`src/rtl/core/gibs_pkg.sv`:
```
// Shared types, constants and helpers for the glyph ink bounds scan unit.
// No dependencies; every other file imports this package.
package gibs_pkg;

  // Sheet and glyph limits
  localparam int GLYPH_COUNT        = 256;
  localparam int GLYPH_AW           = $clog2(GLYPH_COUNT);
  localparam int MAX_TILE_SIZE      = 64;
  localparam int MAX_TILES_PER_SIDE = 16;
  localparam int REFERENCE_GLYPH    = 65;

  // Field widths
  localparam int PIX_W   = 32;
  localparam int COORD_W = 10;
  localparam int SIZE_W  = 7;
  localparam int TILES_W = 5;
  localparam int SPACE_W = 8;
  localparam int INDEX_W = 8;
  localparam int INTILE_W = $clog2(MAX_TILE_SIZE);
  localparam int TCOL_W   = $clog2(MAX_TILES_PER_SIDE);
  localparam int EDGE_W   = 2 * COORD_W;

  // Tile divider sizes (glyph index over tiles per row)
  localparam int DIV_NW = INDEX_W;
  localparam int DIV_DW = TILES_W;
  localparam int DIV_CW = $clog2(DIV_NW);

  // Configuration port
  localparam int CFG_IDX_W  = 3;
  localparam int CFG_DATA_W = 32;
  localparam logic [CFG_IDX_W-1:0] CFG_TILE_WIDTH   = 3'd0;
  localparam logic [CFG_IDX_W-1:0] CFG_TILE_HEIGHT  = 3'd1;
  localparam logic [CFG_IDX_W-1:0] CFG_TILES_ACROSS = 3'd2;
  localparam logic [CFG_IDX_W-1:0] CFG_TILES_DOWN   = 3'd3;
  localparam logic [CFG_IDX_W-1:0] CFG_KEY_COLOR    = 3'd4;
  localparam logic [CFG_IDX_W-1:0] CFG_SPACE_PRESET = 3'd5;

  // Item modes
  localparam logic MODE_PIXEL = 1'b0;
  localparam logic MODE_READ  = 1'b1;

  typedef struct packed {
    logic                 mode;
    logic [PIX_W-1:0]     pixel;
    logic [INDEX_W-1:0]   glyph_index;
  } in_item_t;

  typedef struct packed {
    logic [COORD_W-1:0]   glyph_x;
    logic [COORD_W-1:0]   glyph_y;
    logic [SIZE_W-1:0]    glyph_width;
    logic [SIZE_W-1:0]    glyph_height;
    logic [SIZE_W-1:0]    line_step;
    logic [SPACE_W-1:0]   space_width;
    logic                 scan_complete;
  } out_item_t;

  // Divider request and response
  typedef struct packed {
    logic                 start;
    logic [DIV_NW-1:0]    dividend;
    logic [DIV_DW-1:0]    divisor;
  } div_req_t;

  typedef struct packed {
    logic                 done;
    logic [DIV_NW-1:0]    quotient;
    logic [DIV_DW-1:0]    remainder;
  } div_rsp_t;

  // Clamp a tile size register to 1..MAX_TILE_SIZE
  function automatic logic [SIZE_W-1:0] clamp_size(input logic [SIZE_W-1:0] v);
    logic [SIZE_W-1:0] r;
    if (v == '0) r = SIZE_W'(1);
    else if (v > SIZE_W'(MAX_TILE_SIZE)) r = SIZE_W'(MAX_TILE_SIZE);
    else r = v;
    return r;
  endfunction

  // Clamp a tile count register to 1..MAX_TILES_PER_SIDE
  function automatic logic [TILES_W-1:0] clamp_tiles(input logic [TILES_W-1:0] v);
    logic [TILES_W-1:0] r;
    if (v == '0) r = TILES_W'(1);
    else if (v > TILES_W'(MAX_TILES_PER_SIDE)) r = TILES_W'(MAX_TILES_PER_SIDE);
    else r = v;
    return r;
  endfunction

endpackage

```
`src/rtl/core/gibs_divider.sv`:
```
// Restoring divider, one quotient bit per cycle, for glyph index / tiles across.
// Depends on gibs_pkg for widths and the request/response structs.
module gibs_divider (
  input  logic              clk,
  input  logic              rst_n,
  input  gibs_pkg::div_req_t req,
  output gibs_pkg::div_rsp_t rsp
);
  import gibs_pkg::*;

  logic              busy_r;
  logic              done_r;
  logic [DIV_CW-1:0] cnt_r;
  logic [DIV_NW-1:0] quot_r;
  logic [DIV_DW-1:0] rem_r;
  logic [DIV_DW-1:0] div_r;

  logic [DIV_DW:0]   trial;
  logic              fits;
  logic [DIV_DW-1:0] rem_nxt;

  // One restoring step
  always_comb begin
    trial   = {rem_r, quot_r[DIV_NW-1]};
    fits    = trial >= {1'b0, div_r};
    rem_nxt = fits ? DIV_DW'(trial - {1'b0, div_r}) : trial[DIV_DW-1:0];
  end

  always_ff @(posedge clk) begin
    if (!rst_n) begin
      busy_r <= 1'b0;
      done_r <= 1'b0;
      cnt_r  <= '0;
    end else begin
      // done pulses for one cycle after the last step
      done_r <= !req.start && busy_r && (cnt_r == DIV_CW'(DIV_NW - 1));
      if (req.start) begin
        busy_r <= 1'b1;
        cnt_r  <= '0;
        quot_r <= req.dividend;
        rem_r  <= '0;
        div_r  <= req.divisor;
      end else if (busy_r) begin
        quot_r <= {quot_r[DIV_NW-2:0], fits};
        rem_r  <= rem_nxt;
        cnt_r  <= cnt_r + DIV_CW'(1);
        if (cnt_r == DIV_CW'(DIV_NW - 1)) busy_r <= 1'b0;
      end
    end
  end

  assign rsp.done      = done_r;
  assign rsp.quotient  = quot_r;
  assign rsp.remainder = rem_r;

endmodule

```
`config.mk`:
```
export PLATFORM = sky130hd
export DESIGN_NAME = gibs_divider
export DESIGN_NICKNAME = d
export VERILOG_FILES = /design/src/rtl/core/gibs_pkg.sv /design/src/rtl/core/gibs_divider.sv
export SDC_FILE = /design/constraint.sdc
export NUM_CORES = 1
export LEC_CHECK = 0
export BUFFER_PORTS_ARGS = -buffer_cell sky130_fd_sc_hd__buf_4
export CAP_MARGIN = 15
export CORE_ASPECT_RATIO = 1.4
export CORE_MARGIN = 10
export CORE_UTILIZATION = 40
export CTS_BUF_LIST = sky130_fd_sc_hd__clkbuf_8
export CTS_CLUSTER_SIZE = 12
export DETAILED_ROUTE_END_ITERATION = 10
export GPL_TIMING_DRIVEN = 0
export PLACE_DENSITY = 0.74
export SETUP_SLACK_MARGIN = 0.2
export SYNTH_ARGS = -nofsm -noshare
export SYNTH_HDL_FRONTEND = slang
export SYNTH_SLANG_ARGS = --single-unit
```
`constraint.sdc`:
```
create_clock -name clk -period 5.4 [get_ports clk]
set_input_delay 0.27 -clock clk [delete_from_list [all_inputs] [get_ports clk]]
set_output_delay 0.27 -clock clk [all_outputs]
set_load 0.05 [all_outputs]
```
== Word-level counts from Yosys, hierarchy flattened ==
Cells that the tools add are included.
Widths: inputs -> output; s select.

* Input port bits: 16
* Output and inout port bits: 14
* Flip-flop bits (word level): 23
* Word-level logic and storage cells: 25

* Equality and inequality tests: 1
* Magnitude comparators: 1
* Bitwise gates (word level): 1
* Muxes and demuxes: 7
* $add $sub $neg: 2
* Reductions and logical operators: 7

{| class="wikitable"
|+ Operator list
! cell !! count
|-
| $mux 8 || 2
|-
| $mux 5 || 2
|-
| $ge 6x5->1 || 1
|-
| $sub 5x5->5 || 1
|-
| $reduce_and 2->1 || 2
|-
| $add 3x1->3 const B || 1
|-
| $eq 3x3->1 const B || 1
|-
| $mux 1 || 3
|-
| $logic_and 1x1->1 || 2
|-
| $reduce_bool 2->1 || 1
|-
| $reduce_or 2->1 || 1
|-
| $logic_not 1->1 || 1
|-
| $not 1->1 || 1
|}

== Longest topological paths before layout ==
* Depth after elaboration: 4
* Depth in mapped cells: 8

== Worst setup path before layout ==
No wires, ideal clock.

* Path kind: reg2reg
* Start: register quot_r[7]
* End: register rem_r[3] (data pin)
* Arrival: 2.138 ns
* Path buffers: 0
* Stages on the path, launching flop included: 9
* Clock period less this slack: 2.307 ns
* Slack: 3.093 ns
* Cell sequence: edfxtp_1 > inv_1 > ha_1 > inv_1 > fa_1 > a21oi_2 > o21ai_2 > or4b_1 > o31ai_1

* Word-level cells in the longest chain between the ends: 3
* Elaborated cells on any way between the ends: 4
* Those cells by class: 1 x add/sub; 1 x order compare; 2 x mux

{| class="wikitable"
|+ RTL lines
! what !! RTL line !! RTL
|-
| start: declaration || gibs_divider.sv:14 || <nowiki>logic [DIV_NW-1:0] quot_r;</nowiki>
|-
| start signal: assignment || gibs_divider.sv:40 || <nowiki>quot_r <= req.dividend;</nowiki>
|-
| start signal: assignment || gibs_divider.sv:44 || <nowiki>quot_r <= {quot_r[DIV_NW-2:0], fits};</nowiki>
|-
| $sub 5x5->5 / $ge 6x5->1 (equally long branches) || gibs_divider.sv:26, gibs_divider.sv:25 ||
|-
| $mux 5 (*) || gibs_divider.sv:26 || <nowiki>rem_nxt = fits ? DIV_DW'(trial - {1'b0, div_r}) : trial[DIV_DW-1:0];</nowiki>
|-
| $mux 5 (*) || gibs_divider.sv:43 || <nowiki>end else if (busy_r) begin</nowiki>
|-
| end signal: assignment || gibs_divider.sv:45 || <nowiki>rem_r <= rem_nxt;</nowiki>
|-
| end: declaration || gibs_divider.sv:15 || <nowiki>logic [DIV_DW-1:0] rem_r;</nowiki>
|}

Every way passes the cells marked *; elsewhere a longest branch is shown, timed or not. The select of a mux whose other input is x is not followed.
A chain may end at the register's enable or synchronous reset.

== Worst setup path in the final report ==
Same ends and word-level chain as after synthesis.

==> results.md <==
- VDD IR-drop max: 0.000177 V
- Drt wl/cell: 14.8 um
- CTS root buf: clkbuf_8
- Adder-cell share of the synthesized area: 0.0939
- Final period util: 0.417
- Dpl ws: 3.15 ns
- Reg2reg start: quot_r[7]
- Hold path depth: 1
- Core ar.: 2700 um2
- First DRT Iteration DRCs: 26
- Post-synth ARST share: 0
- Kind of cell adding the most delay to the critical path: adder cells
- IO Port Bufs: 29
- Slew Limit Headroom: 0.581
- Final Hold Viols: 0
- # rows: 22
- Average cell area after synthesis: 12.3 um2
- Initial antenna violation count: 0
- EDFF count, synth: 18
- CP Data Arrival Time: 2.35 ns
- CP startpoint kind: flop
- Crit-path slowest cell: or4b_1
- Hold_sp: req[4]
- Syn_nets: 117
- Critical path buffer and inverter count: 2
- Max Clock Skew: 0.00727 ns
- Synth Area in Simple Gates: 0.128
- Final min period: 2.25 ns
- Setup ws final: 3.15 ns
- Worst-path cell chain: inv_1 -> ha_1 -> inv_1 -> fa_1 -> a21oi_2 -> o21ai_2 -> or4b_1 -> o31ai_1
- Postcts setup bufs: 0
- Clock transition at the registers of the reported paths: 0.08 ns
- Num ports: 30
- # diodes: 0
- Largest net degree at the start of global routing: 15
- Post-synth cell types: 29
- Die X: 65.2 um
- Die ar.: 5440 um2
- DR pass1 iterations: 4
- #FFs+latches synth: 23
- GRT Util Overall: 0.0883
- Compound-gate portion of the synthesized area: 0.0677
- R2R depth: 8
- Vias in the first global route: 813
- Clock power share: 0.242
- CTS buffer count: 3
- Hold EP: div_r[4]
- Clock Tree Buf Depth: 2
- Max-cap violations: 0
- Unrepaired setup endpoints after global routing: false
- Most used DFF post-synth: edfxtp_1
- CTS tree: yes
- DRC: 0
- Final instance area: 1450 um2
- Final setup fails: 0
- XOR/XNOR share of the synthesized area: 0.0153
- Ys Warns: 0
- Placed cell areas: 1410 um2
- PwrDens: 289 nW/um2
- Layout Utilization: 0.539
- NetSw: 0.000123 W
- Fmax: 0.444 GHz
- Remaining antenna violation count after routing: 0
- Top-count cell post-synth: edfxtp_1
- Area grow syn2layout: 26.9%
- Proportion of synthesized area in mux cells: 0.0950
- Worst setup path category: flop to flop
- Commonest cells post-synth: 18 x edfxtp_1, 9 x nor2_1, 8 x inv_1
- Sequential power share: 0.508
- Levels on crit path: 8
- Layout Nets: 151
- Cell Area, Synth: 1150 um2
- GPL Wtd Cong: 0.801
- TNS Setup: 0 ns
- Hold Path Class: input port to flop
- Largest cells by area after synthesis: edfxtp_1 47%, dfxtp_1 8.7%, ha_1 7.6%, mux2_2 6.9%, nor2_1 2.9%
- Vias per cell: 4.96
- CP most frequent cell: inv_1
- Yosys top cell by area: edfxtp_1
- # clock sinks: 23
- GRT overflow: 0
- Post-synth top area share: 0.472
- Switching Share: 0.291
- CP max stage delay: 0.52 ns
- Largest family of logic cells by synthesized area: simple AND/OR/NAND/NOR gates
- Die Ht: 83.3 um
- Share of layout cells above drive strength 1: 0.357
- First-pass GRT wire length: 3770 um
- Vias: 803
- Reg2Reg Setup Slack: 3.15 ns
- Slew at the pin closest to its max-slew limit: 0.629 ns
- Run status: completed
- Synth Instances: 93
- LEAKAGE: 0.623 nW
- Critical path peak fanout: 8
- Worst skew pair latency: 0.26 ns
- Routed WL: 2400 um
- CP endpoint kind: flop
- RR Endpoint: rem_r[3]
- P_int: 0.000298 W
- Comb pwr share: 0.250
- Sequential share of the synthesized area: 0.559
- Finished Layout Cells: 162
- Post-CTS sizing: 0
- Final HPWL DP: 1900 um
- Critical Path RT: 5.49 ns
- Footprint of the multi-input gates: 458 um2
- CTS H-tree depth: 1
- FF/Latch Area: 641 um2
- # fillers: 267
- Starting density of the core: 0.425
- Final max-slew violation count: 0
- Placed Cells incl. Taps: 158
- CTS Hold Bufs: 0
==> layer usage <==
metal,wire length (um),track usage,vias to the layer above,part of all wire
li1,-,-,397,-
met5,0,0,-,0
met4,20,0.0292,0,0.0083
met2,1300,0.161,20,0.54
met3,144,0.0336,4,0.060
met1,931,0.0869,382,0.39
==> per-stage QoR <==
stage	total power, W	hold WS, ns
after CTS	0.000425	0.176
after detailed placement	0.000324	0.450
after global placement	0.000320	0.449
final	0.000420	0.182
after floorplan	0.000291	0.369
after global routing	0.000443	0.168
==> placed cells by master (no fill, tap or decap), types with 4 or more instances in the layout <==
master / instances
edfxtp_1: 18
nor2_1: 9
nand2b_1: 4
inv_1: 9
ha_1: 7
dfxtp_1: 5
mux2_2: 7
buf_4: 30
==> how the worst max path moves through the flow <==
stage / start / endpoint / slack, ns
global route: quot_r[7] / rem_r[3] / 3.04
CTS: quot_r[7] / rem_r[3] / 3.14
finish: quot_r[7] / rem_r[3] / 3.15
detailed placement: quot_r[7] / rem_r[3] / 3.15
floorplan: quot_r[7] / rem_r[3] / 3.09
global placement: quot_r[7] / rem_r[3] / 3.19
==> logic make-up (layout without fill, tap and decap cells) <==
kind of cell             after synthesis  count (layout)
AND/OR/NAND/NOR                       28              28
flip-flops                            23              23
AO/OA/AOI/OAI                         11              11
buffers and inverters                 11              44
multiplexers                          10              10
adder cells (fa/ha/maj)                8               8
XOR/XNOR                               2               2
==> power groups by stage <==
stage	clock network (W)	logic, W	registers (W)
3_5_place_dp	0	0.000106	0.000218
3_3_place_gp	0	0.000103	0.000217
2_1_floorplan	0	0.0000481	0.000243
5_1_grt	0.000113	0.000115	0.000215
6_report	0.000102	0.000105	0.000214
4_1_cts	0.000105	0.000106	0.000214
==> sequential cells by signal, indices dropped and copies added, names as in the netlist <==
name and count:
busy_r 1, done_r 1, rem_r 5, cnt_r 3, div_r 5, quot_r 8
==> final cells by class <==
cell class	count	share of cell area
repair buffers	29	0.150
inverters	8	0.0207
flip-flops and latches	23	0.441
plain buffers	3	0.0120
well taps	36	0.0310
multi-input cells	59	0.315
clock inverters	1	0.00258
clock buffers	3	0.0284
(Power assumes the default switching activity.)
